--- config.mk ---
export PLATFORM = sky130hd
export DESIGN_NAME = task_schedule_evaluator
export DESIGN_NICKNAME = d
export VERILOG_FILES = /design/src/rtl/tse_pkg.sv /design/src/rtl/task_schedule_evaluator.sv
export SDC_FILE = /design/constraint.sdc
export NUM_CORES = 2
export LEC_CHECK = 0
export BUFFER_PORTS_ARGS = -buffer_cell sky130_fd_sc_hd__buf_2
export CORE_AREA = 4 4 312 345
export DETAILED_ROUTE_END_ITERATION = 10
export DIE_AREA = 0 0 316 349
export GPL_TIMING_DRIVEN = 0
export PLACE_DENSITY = 0.7
export SYNTH_ARGS = -nofsm -noshare
export SYNTH_HDL_FRONTEND = slang
export SYNTH_SLANG_ARGS = --single-unit
--- constraint.sdc ---
create_clock -name i_clk -period 28.5 [get_ports i_clk]
set_clock_uncertainty 0.2 [all_clocks]
set_input_delay 5.7 -clock i_clk [delete_from_list [all_inputs] [get_ports i_clk]]
set_output_delay 5.7 -clock i_clk [all_outputs]
set_load 0.05 [all_outputs]
--- src/rtl/tse_pkg.sv ---
// Shared types and constants for the task schedule evaluator.
package tse_pkg;

    localparam int TIME_W = 20;
    localparam int SUM_W  = 24;
    localparam int AVG_W  = 28;
    localparam int DIV_W  = SUM_W + 8;

    localparam logic [TIME_W-1:0] TIME_MAX = {TIME_W{1'b1}};
    localparam logic [SUM_W-1:0]  SUM_MAX  = {SUM_W{1'b1}};
    localparam logic [AVG_W-1:0]  AVG_MAX  = {AVG_W{1'b1}};

    localparam int DEF_MAX_TASKS  = 16;
    localparam int DEF_BURST_BITS = 16;

    localparam logic [1:0] MODE_FCFS = 2'd0;
    localparam logic [1:0] MODE_RR   = 2'd1;
    localparam logic [1:0] MODE_SJF  = 2'd2;
    localparam logic [1:0] MODE_PRIO = 2'd3;

    localparam logic       CFG_MODE    = 1'b0;
    localparam logic       CFG_QUANTUM = 1'b1;
    localparam logic [7:0] QUANTUM_RESET = 8'd2;

    typedef struct packed {
        logic [15:0] burst;
        logic [4:0]  prio;
        logic        last;
    } t_task_in;

    typedef struct packed {
        logic [3:0]        task_index;
        logic [TIME_W-1:0] completion;
        logic [TIME_W-1:0] turnaround;
        logic [TIME_W-1:0] waiting;
        logic [AVG_W-1:0]  avg_turnaround;
        logic [AVG_W-1:0]  avg_waiting;
        logic              end_of_set;
    } t_result;

endpackage

--- src/rtl/task_schedule_evaluator.sv ---
// Top level of the task schedule evaluator: loader, scheduler sequencer and result divider.
//
// Usage: tasks are loaded one per transfer on i_task while start is high and busy is low.
// A transfer with last set closes the set; busy then rises and the block computes the
// schedule chosen by the mode register (write index 0) with the round robin slice taken
// from the quantum register (write index 1). Registers are to be written on i_cfg_we
// only while idle; the block does not enforce this. Loading transfers give no result.
// After the closing transfer the sequencer walks the task table: stable insertion sort
// for shortest job and priority modes ahead of the sequential run, which first come
// first served runs alone; round robin visits every task turn, done tasks included.
// Results are then put out in load order, one per cycle on o_valid, followed by two
// restoring divisions for the averages, after which the final result carries end_of_set.
// The receiver cannot stall: each result is valid for exactly one cycle. Reset clears
// the task count, the registers and the sequencer; the table contents are left as they
// are and are always written before they are read.
module task_schedule_evaluator #(
    parameter int MAX_TASKS  = tse_pkg::DEF_MAX_TASKS,
    parameter int BURST_BITS = tse_pkg::DEF_BURST_BITS
) (
    input  logic              i_clk,
    input  logic              i_rst_n,
    input  logic              start,
    input  tse_pkg::t_task_in i_task,
    output logic              busy,
    input  logic              i_cfg_we,
    input  logic              i_cfg_idx,
    input  logic [7:0]        i_cfg_data,
    output logic              o_valid,
    output tse_pkg::t_result  o_result
);
    import tse_pkg::*;

    localparam int IW = (MAX_TASKS > 1) ? $clog2(MAX_TASKS) : 1;
    localparam int CW = $clog2(MAX_TASKS + 1);
    localparam int KW = (BURST_BITS > 5) ? BURST_BITS : 5;
    localparam int AW = ((BURST_BITS > TIME_W) ? BURST_BITS : TIME_W) + 1;
    localparam int DCW = $clog2(DIV_W);

    localparam logic [2:0] ST_IDLE  = 3'd0;
    localparam logic [2:0] ST_SPICK = 3'd1;
    localparam logic [2:0] ST_SCMP  = 3'd2;
    localparam logic [2:0] ST_SEQ   = 3'd3;
    localparam logic [2:0] ST_RR    = 3'd4;
    localparam logic [2:0] ST_OUT   = 3'd5;
    localparam logic [2:0] ST_DIV   = 3'd6;
    localparam logic [2:0] ST_LAST  = 3'd7;

    // Task table.
    logic [BURST_BITS-1:0] r_burst [MAX_TASKS];
    logic [4:0]            r_prio  [MAX_TASKS];
    logic [BURST_BITS-1:0] r_rem   [MAX_TASKS];
    logic [TIME_W-1:0]     r_fin   [MAX_TASKS];
    logic [IW-1:0]         r_ord   [MAX_TASKS];
    logic [MAX_TASKS-1:0]  r_done;

    logic [2:0]        r_state;
    logic [1:0]        r_mode;
    logic [7:0]        r_quantum;
    logic [CW-1:0]     r_cnt;
    logic [CW-1:0]     r_i;
    logic [CW-1:0]     r_j;
    logic [CW-1:0]     r_left;
    logic [IW-1:0]     r_v;
    logic [KW-1:0]     r_vkey;
    logic [TIME_W-1:0] r_clk;
    logic [SUM_W-1:0]  r_sum_t;
    logic [SUM_W-1:0]  r_sum_w;
    logic [TIME_W-1:0] r_lfin;
    logic [TIME_W-1:0] r_lwt;
    logic [AVG_W-1:0]  r_avg_t;
    logic [DIV_W-1:0]  r_dq;
    logic [CW:0]       r_drem;
    logic [DCW-1:0]    r_dstep;
    logic              r_dphase;
    logic              r_valid;
    t_result           r_res;

    logic              w_accept;
    logic [BURST_BITS-1:0] w_bin;
    logic [CW-1:0]     w_last_i;
    logic [CW-1:0]     w_oaddr;
    logic [IW-1:0]     w_odata;
    logic [IW-1:0]     w_baddr;
    logic [BURST_BITS-1:0] w_bdata;
    logic [KW-1:0]     w_key;
    logic [IW-1:0]     w_ii;
    logic [BURST_BITS-1:0] w_rem;
    logic [7:0]        w_q;
    logic              w_rem_gt_q;
    logic [AW-1:0]     w_add;
    logic [AW-1:0]     w_sum;
    logic [TIME_W-1:0] w_clk_n;
    logic [TIME_W-1:0] w_fin;
    logic [TIME_W-1:0] w_wt;
    logic [SUM_W:0]    w_st;
    logic [SUM_W:0]    w_sw;
    logic [SUM_W-1:0]  w_st_n;
    logic [SUM_W-1:0]  w_sw_n;
    logic [CW:0]       w_rs;
    logic              w_ge;
    logic [DIV_W-1:0]  w_dq_n;
    logic [AVG_W-1:0]  w_avg;
    logic [7:0]        w_idx8;

    assign busy     = (r_state != ST_IDLE);
    assign w_accept = start && !busy;
    assign w_bin    = BURST_BITS'(i_task.burst);
    assign w_last_i = r_cnt - CW'(1);
    assign w_ii     = r_i[IW-1:0];

    // The order table has one read address; its data selects the priority entry and, outside output, the burst entry.
    always_comb begin
        case (r_state)
            ST_SCMP: w_oaddr = r_j - CW'(1);
            default: w_oaddr = r_i;
        endcase
    end
    assign w_odata = r_ord[w_oaddr[IW-1:0]];
    assign w_baddr = (r_state == ST_OUT) ? w_ii : w_odata;
    assign w_bdata = r_burst[w_baddr];
    assign w_key   = (r_mode == MODE_SJF) ? KW'(w_bdata) : KW'(r_prio[w_odata]);

    // One saturating time adder shared by the sequential and round robin runs.
    assign w_rem      = r_rem[w_ii];
    assign w_q        = (r_quantum == 8'd0) ? 8'd1 : r_quantum;
    assign w_rem_gt_q = AW'(w_rem) > AW'(w_q);
    always_comb begin
        case (r_state)
            ST_RR:   w_add = w_rem_gt_q ? AW'(w_q) : AW'(w_rem);
            default: w_add = AW'(w_bdata);
        endcase
    end
    assign w_sum   = AW'(r_clk) + w_add;
    assign w_clk_n = (w_sum > AW'(TIME_MAX)) ? TIME_MAX : w_sum[TIME_W-1:0];

    // Result fields and saturating sums.
    assign w_fin  = r_fin[w_ii];
    assign w_wt   = (AW'(w_fin) >= AW'(w_bdata)) ? TIME_W'(AW'(w_fin) - AW'(w_bdata))
                                                 : '0;
    assign w_st   = (SUM_W+1)'(r_sum_t) + (SUM_W+1)'(w_fin);
    assign w_sw   = (SUM_W+1)'(r_sum_w) + (SUM_W+1)'(w_wt);
    assign w_st_n = w_st[SUM_W] ? SUM_MAX : w_st[SUM_W-1:0];
    assign w_sw_n = w_sw[SUM_W] ? SUM_MAX : w_sw[SUM_W-1:0];
    assign w_idx8 = 8'(r_i);

    // Restoring divider step, one quotient bit a cycle.
    assign w_rs   = {r_drem[CW-1:0], r_dq[DIV_W-1]};
    assign w_ge   = w_rs >= {1'b0, r_cnt};
    assign w_dq_n = {r_dq[DIV_W-2:0], w_ge};
    assign w_avg  = (|w_dq_n[DIV_W-1:AVG_W]) ? AVG_MAX : w_dq_n[AVG_W-1:0];

    // Table writes.
    always_ff @(posedge i_clk) begin
        if (w_accept && (r_cnt < CW'(MAX_TASKS))) begin
            r_burst[r_cnt[IW-1:0]] <= w_bin;
            r_prio[r_cnt[IW-1:0]]  <= i_task.prio;
            r_rem[r_cnt[IW-1:0]]   <= w_bin;
            r_ord[r_cnt[IW-1:0]]   <= r_cnt[IW-1:0];
        end
        if (r_state == ST_SCMP) begin
            if ((r_j != '0) && (w_key > r_vkey)) begin
                r_ord[r_j[IW-1:0]] <= w_odata;
            end else begin
                r_ord[r_j[IW-1:0]] <= r_v;
            end
        end
        if (r_state == ST_SEQ) begin
            r_fin[w_odata] <= w_clk_n;
        end
        if ((r_state == ST_RR) && !r_done[w_ii]) begin
            if (r_clk == TIME_MAX) begin
                r_fin[w_ii] <= TIME_MAX;
            end else if (w_rem_gt_q) begin
                r_rem[w_ii] <= w_rem - BURST_BITS'(w_q);
            end else begin
                r_rem[w_ii] <= '0;
                r_fin[w_ii] <= w_clk_n;
            end
        end
    end

    // Payload registers.
    always_ff @(posedge i_clk) begin
        if (r_state == ST_SPICK) begin
            r_v    <= w_odata;
            r_vkey <= w_key;
        end
        if (r_state == ST_OUT) begin
            r_res.task_index     <= w_idx8[3:0];
            r_res.completion     <= w_fin;
            r_res.turnaround     <= w_fin;
            r_res.waiting        <= w_wt;
            r_res.avg_turnaround <= '0;
            r_res.avg_waiting    <= '0;
            r_res.end_of_set     <= 1'b0;
            if (r_i == w_last_i) begin
                r_lfin <= w_fin;
                r_lwt  <= w_wt;
            end
        end
        if (r_state == ST_DIV) begin
            if (r_dstep == DCW'(DIV_W - 1)) begin
                if (!r_dphase) begin
                    r_avg_t <= w_avg;
                end else begin
                    r_res.task_index     <= w_idx8[3:0];
                    r_res.completion     <= r_lfin;
                    r_res.turnaround     <= r_lfin;
                    r_res.waiting        <= r_lwt;
                    r_res.avg_turnaround <= r_avg_t;
                    r_res.avg_waiting    <= w_avg;
                    r_res.end_of_set     <= 1'b1;
                end
            end
        end
    end

    // Sequencer.
    always_ff @(posedge i_clk) begin
        if (!i_rst_n) begin
            r_state   <= ST_IDLE;
            r_mode    <= MODE_FCFS;
            r_quantum <= QUANTUM_RESET;
            r_cnt     <= '0;
            r_i       <= '0;
            r_j       <= '0;
            r_left    <= '0;
            r_clk     <= '0;
            r_sum_t   <= '0;
            r_sum_w   <= '0;
            r_done    <= '0;
            r_dq      <= '0;
            r_drem    <= '0;
            r_dstep   <= '0;
            r_dphase  <= 1'b0;
            r_valid   <= 1'b0;
        end else begin
            r_valid <= 1'b0;
            if (i_cfg_we) begin
                case (i_cfg_idx)
                    CFG_MODE:    r_mode    <= i_cfg_data[1:0];
                    CFG_QUANTUM: r_quantum <= i_cfg_data;
                    default:     ;
                endcase
            end
            case (r_state)
                ST_IDLE: begin
                    if (w_accept) begin
                        if (r_cnt < CW'(MAX_TASKS)) begin
                            r_cnt <= r_cnt + CW'(1);
                        end
                        if (i_task.last) begin
                            r_clk  <= '0;
                            r_done <= '0;
                            r_left <= (r_cnt < CW'(MAX_TASKS)) ? r_cnt + CW'(1) : r_cnt;
                            case (r_mode)
                                MODE_RR: begin
                                    r_i     <= '0;
                                    r_state <= ST_RR;
                                end
                                MODE_SJF, MODE_PRIO: begin
                                    r_i     <= CW'(1);
                                    r_state <= ST_SPICK;
                                end
                                default: begin
                                    r_i     <= '0;
                                    r_state <= ST_SEQ;
                                end
                            endcase
                        end
                    end
                end
                ST_SPICK: begin
                    if (r_i == r_cnt) begin
                        r_i     <= '0;
                        r_state <= ST_SEQ;
                    end else begin
                        r_j     <= r_i;
                        r_state <= ST_SCMP;
                    end
                end
                ST_SCMP: begin
                    if ((r_j != '0) && (w_key > r_vkey)) begin
                        r_j <= r_j - CW'(1);
                    end else begin
                        r_i     <= r_i + CW'(1);
                        r_state <= ST_SPICK;
                    end
                end
                ST_SEQ: begin
                    r_clk <= w_clk_n;
                    if (r_i == w_last_i) begin
                        r_i     <= '0;
                        r_sum_t <= '0;
                        r_sum_w <= '0;
                        r_state <= ST_OUT;
                    end else begin
                        r_i <= r_i + CW'(1);
                    end
                end
                ST_RR: begin
                    if (!r_done[w_ii]) begin
                        if ((r_clk == TIME_MAX) || !w_rem_gt_q) begin
                            r_done[w_ii] <= 1'b1;
                            r_left       <= r_left - CW'(1);
                        end
                        if (r_clk != TIME_MAX) begin
                            r_clk <= w_clk_n;
                        end
                    end
                    if (!r_done[w_ii] && ((r_clk == TIME_MAX) || !w_rem_gt_q)
                        && (r_left == CW'(1))) begin
                        r_i     <= '0;
                        r_sum_t <= '0;
                        r_sum_w <= '0;
                        r_state <= ST_OUT;
                    end else begin
                        r_i <= (r_i == w_last_i) ? '0 : r_i + CW'(1);
                    end
                end
                ST_OUT: begin
                    r_sum_t <= w_st_n;
                    r_sum_w <= w_sw_n;
                    if (r_i == w_last_i) begin
                        r_dq     <= {w_st_n, 8'd0};
                        r_drem   <= '0;
                        r_dstep  <= '0;
                        r_dphase <= 1'b0;
                        r_state  <= ST_DIV;
                    end else begin
                        r_valid <= 1'b1;
                        r_i     <= r_i + CW'(1);
                    end
                end
                ST_DIV: begin
                    r_dq    <= w_dq_n;
                    r_drem  <= w_ge ? w_rs - {1'b0, r_cnt} : w_rs;
                    r_dstep <= r_dstep + DCW'(1);
                    if (r_dstep == DCW'(DIV_W - 1)) begin
                        if (!r_dphase) begin
                            r_dq     <= {r_sum_w, 8'd0};
                            r_drem   <= '0;
                            r_dstep  <= '0;
                            r_dphase <= 1'b1;
                        end else begin
                            r_valid <= 1'b1;
                            r_state <= ST_LAST;
                        end
                    end
                end
                ST_LAST: begin
                    r_cnt   <= '0;
                    r_clk   <= '0;
                    r_sum_t <= '0;
                    r_sum_w <= '0;
                    r_state <= ST_IDLE;
                end
                default: r_state <= ST_IDLE;
            endcase
        end
    end

    assign o_valid  = r_valid;
    assign o_result = r_res;

    // A final result leaves the block idle with an empty table.
    a_end_idle: assert property (@(posedge i_clk) disable iff (!i_rst_n)
        (r_valid && r_res.end_of_set) |=> (r_state == ST_IDLE) && (r_cnt == '0))
        else $error("set not closed after final result");

    // The insertion pointer never runs ahead of the element being placed.
    a_sort_j: assert property (@(posedge i_clk) disable iff (!i_rst_n)
        (r_state == ST_SCMP) |-> (r_j <= r_i) && (r_i < r_cnt))
        else $error("sort pointers out of order");

    // Round robin never counts more open tasks than the set holds.
    a_rr_left: assert property (@(posedge i_clk) disable iff (!i_rst_n)
        (r_state == ST_RR) |-> (r_left != '0) && (r_left <= r_cnt))
        else $error("round robin open count wrong");

    // Work is only ever done on a non-empty set.
    a_cnt: assert property (@(posedge i_clk) disable iff (!i_rst_n)
        (r_state != ST_IDLE) |-> (r_cnt != '0))
        else $error("busy with an empty set");

endmodule

==> flow_summary_export.csv <==
group,metric,value,unit
outcome,status,"finished clean",
clock_tree,clock_latency,0.76,ns
route,ant_nets,0,
logic_synthesis,ys.flop_type,"edfxtp_1",
global_route,overflow,0,
setup_path,required,28.98,ns
clock_tree,post-cts-setup-buffers,0,
floorplanning,start_util,0.559,
global_route,grt_antenna_before_repair,12,
route,routedWlPerCell,26.1,um
route,viasPerCell,6.17,
setup_path,crit_fanout,10,
route,vias,37650,
floorplanning,die_area,110000,um2
setup_path,startpoint_type,"flip-flop",
setup_path,cp.arrival,13.49,ns
route,wirelength,159000,um
logic_synthesis,synth_top_area_cell,"edfxtp_1",
clock_tree,tritoncts,"built",
clock_tree,cts.sinks,1350,
logic_synthesis,yosys_warnings,0,
logic_synthesis,synth-seq-area-share,0.649,
timing,tightestPinTransition,1.42,ns
clock_tree,path_clk_slew,0.06,ns
logic_synthesis,yosys.cell_count.top_type,"edfxtp_1",
timing,finalMaxSlewViolations,0,
setup_path,cp_slowest_cell,"a21oi_1",
setup_path,max_stage_delay,1.02,ns
setup_path,crit_type,"flip-flop to flip-flop",
finish,fin_nets,4757,
global_route,grt_pass1_vias,36581,
clock_tree,cts-resized-gates,0,
worst_hold_path,min_path_type,"flip-flop to flip-flop",
logic_synthesis,ys_types,83,
global_route,grt_max_degree,27,
logic_synthesis,synthTopCellsByArea,"edfxtp_1, dfxtp_1, mux4_2, nand2_1, ha_1",
logic_synthesis,ys_ff_latch,1350,
place,place_congestion,0.944,
timing,setup_violations,0,
clock_tree,cts_buffers,136,
setup_path,crit_path_frequent_cell,"clkbuf_1",
global_route,grt_pass1_wl,235000,um
timing,totalNegativeSetupSlack,0,ns
clock_tree,root_buffer,"clkbuf_16",
timing,fin_crit,13.01,ns
setup_path,critPathCaptureType,"flip-flop",
logic_synthesis,synth_top_area_share,0.550,
timing,finalCritPeriodShare,0.457,
floorplanning,io_pins,158,
timing,hold_viol,0,
timing,max_freq,0.0768,GHz
logic_synthesis,async_reset_ff_frac,0,
route,route.detailed.drc,0,
timing,slew_headroom,0.0530,
logic_synthesis,syn-num-nets,4423,
logic_synthesis,synth_area,58000,um2
logic_synthesis,syn_inst,4261,
floorplanning,dieHeight,349,um
clock_tree,hold_buffers,0,
logic_synthesis,syn_area_per_cell,13.6,um2
timing,rsz0062_at_grt,"no",
route,drtPass1Iterations,6,
place,port_buffers,157,
global_route,track_usage,0.289,
finish,syn2layout_area_growth,13.4,%
floorplanning,die_w,316,um
logic_synthesis,synth_edf_count,1064,
route,drtIter0Drc,4721,
flow_run,drv_cap,0,
logic_synthesis,synth_common_cells,"edfxtp_1, nand2_1, dfxtp_1",
floorplanning,placementRows,124,
setup_path,r2r_cells,38,
finish,drive_gt1_frac,0.153,
clock_tree,clockBufferDepth,3,
floorplanning,core_area,104000,um2
place,hpwl,108000,um
worst_hold_path,hold_depth,2,
clock_tree,htreeDepth,4,
[routing by layer]
| metal | global-route usage | up-vias | wire, um |
|---|---|---|---|
| met1 | 0.402 | 18722 | 65100 |
| met2 | 0.458 | 1832 | 75000 |
| met4 | 0.101 | 4 | 5470 |
| met3 | 0.0571 | 320 | 13900 |
| met5 | 0 | - | 26 |
| li1 | - | 16772 | - |
[cells by family (layout without fill, tap and decap cells)]
| family | count (synthesis) | in the layout | share of synthesized area |
|---|---|---|---|
| AO/OA/AOI/OAI | 747 | 747 | 0.0825 |
| XOR/XNOR | 91 | 91 | 0.0137 |
| adder cells (fa/ha/maj) | 127 | 127 | 0.0282 |
| buffers and inverters | 304 | 747 | 0.0216 |
| flip-flops | 1350 | 1350 | 0.649 |
| multiplexers | 360 | 360 | 0.105 |
| other | 0 | 9 | 0 |
| AND/OR/NAND/NOR | 1282 | 1282 | 0.0996 |
[registers in the layout, summed over array words and instances, names as in the netlist, 8 cells and up, named ones only]
signal     count
o_result     121
r_avg_t       28
r_burst      256
r_clk         20
r_done        16
r_dq          32
r_fin        320
r_lfin        20
r_lwt         20
r_ord         64
r_prio        80
r_quantum      8
r_rem        256
r_sum_t       24
r_sum_w       24
r_vkey        16
[through the flow]
step / cell area, um2 / setup slack (ns) / instances / hold slack (ns) / utilization
after global placement: 60600 / 15.93 / 5804 / 0.213 / 0.584
after global routing: 65800 / 14.83 / 6091 / 0.247 / 0.634
after detailed placement: 61400 / 15.87 / 5843 / 0.216 / 0.592
after floorplan: 58000 / 19.42 / 4261 / 0.208 / -
final: 65800 / 15.49 / 6099 / 0.232 / 0.634
after CTS: 65800 / 15.75 / 6090 / 0.222 / 0.634
[worst max-delay path: cells and delay by family, from the launching register on]
kind,cells,cell delay (ns)
DFF,1,0.34
buffers and inverters,8,2.66
AOI/OAI and AO/OA,17,4.99
and+or+nand+nor,7,2.13
adders and majority gates,2,0.84
muxes,4,1.73
[worst paths after layout]
kind / startpoint / end / slack, ns
max: r_state[1]$_SDFFE_PN0P_ / r_sum_w[13]$_SDFFE_PN0P_ / 15.49
min: r_avg_t[24]$_DFFE_PP_ / o_result[53]$_DFF_P_ / 0.23
max reg2reg: r_state[1]$_SDFFE_PN0P_ / r_sum_w[13]$_SDFFE_PN0P_ / 15.49
min reg2reg: r_avg_t[24]$_DFFE_PP_ / o_result[53]$_DFF_P_ / 0.23
[area by class of cell]
cell class	count	area, um2
Antenna cell	9	22.5
Buffer	226	960
Clock buffer	183	3760
Clock inverter	64	629
Fill cell	7687	38000
Inverter	78	293
Multi-Input combinational cell	2607	19300
Sequential cell	1350	37700
Tap cell	1386	1730
Timing Repair Buffer	196	1440
[layout by cell type (no fill, tap or decap), types with 17 or more instances in the layout]
cell type / synthesis / routed
nor2b_1: 67 / 59
edfxtp_1: 1064 / 1064
inv_1: 77 / 77
buf_2: 31 / 190
nor3_1: 37 / 36
mux2i_1: 144 / 144
mux2_2: 17 / 17
a22oi_1: 32 / 32
clkbuf_1: 151 / 186
clkbuf_16: 0 / 142
a21boi_0: 40 / 40
o21a_1: 23 / 23
nand2b_1: 51 / 51
clkinv_2: 0 / 19
xor2_1: 37 / 37
nand4_1: 18 / 18
clkinv_1: 1 / 24
mux4_2: 197 / 197
nor2_1: 261 / 236
a21o_1: 46 / 46
and2_1: 53 / 49
a31oi_1: 53 / 53
nor2_2: 1 / 21
xnor2_1: 54 / 54
ha_1: 121 / 121
dfxtp_1: 286 / 286
and3_1: 38 / 30
buf_4: 9 / 17
buf_1: 30 / 30
o22ai_1: 25 / 25
a21oi_1: 204 / 204
nand3_1: 145 / 145
o21ai_0: 163 / 152
nand2_1: 558 / 558
Power is not shown: default switching activity piles up to over one toggle a cycle in this logic, so the estimate is an artifact.
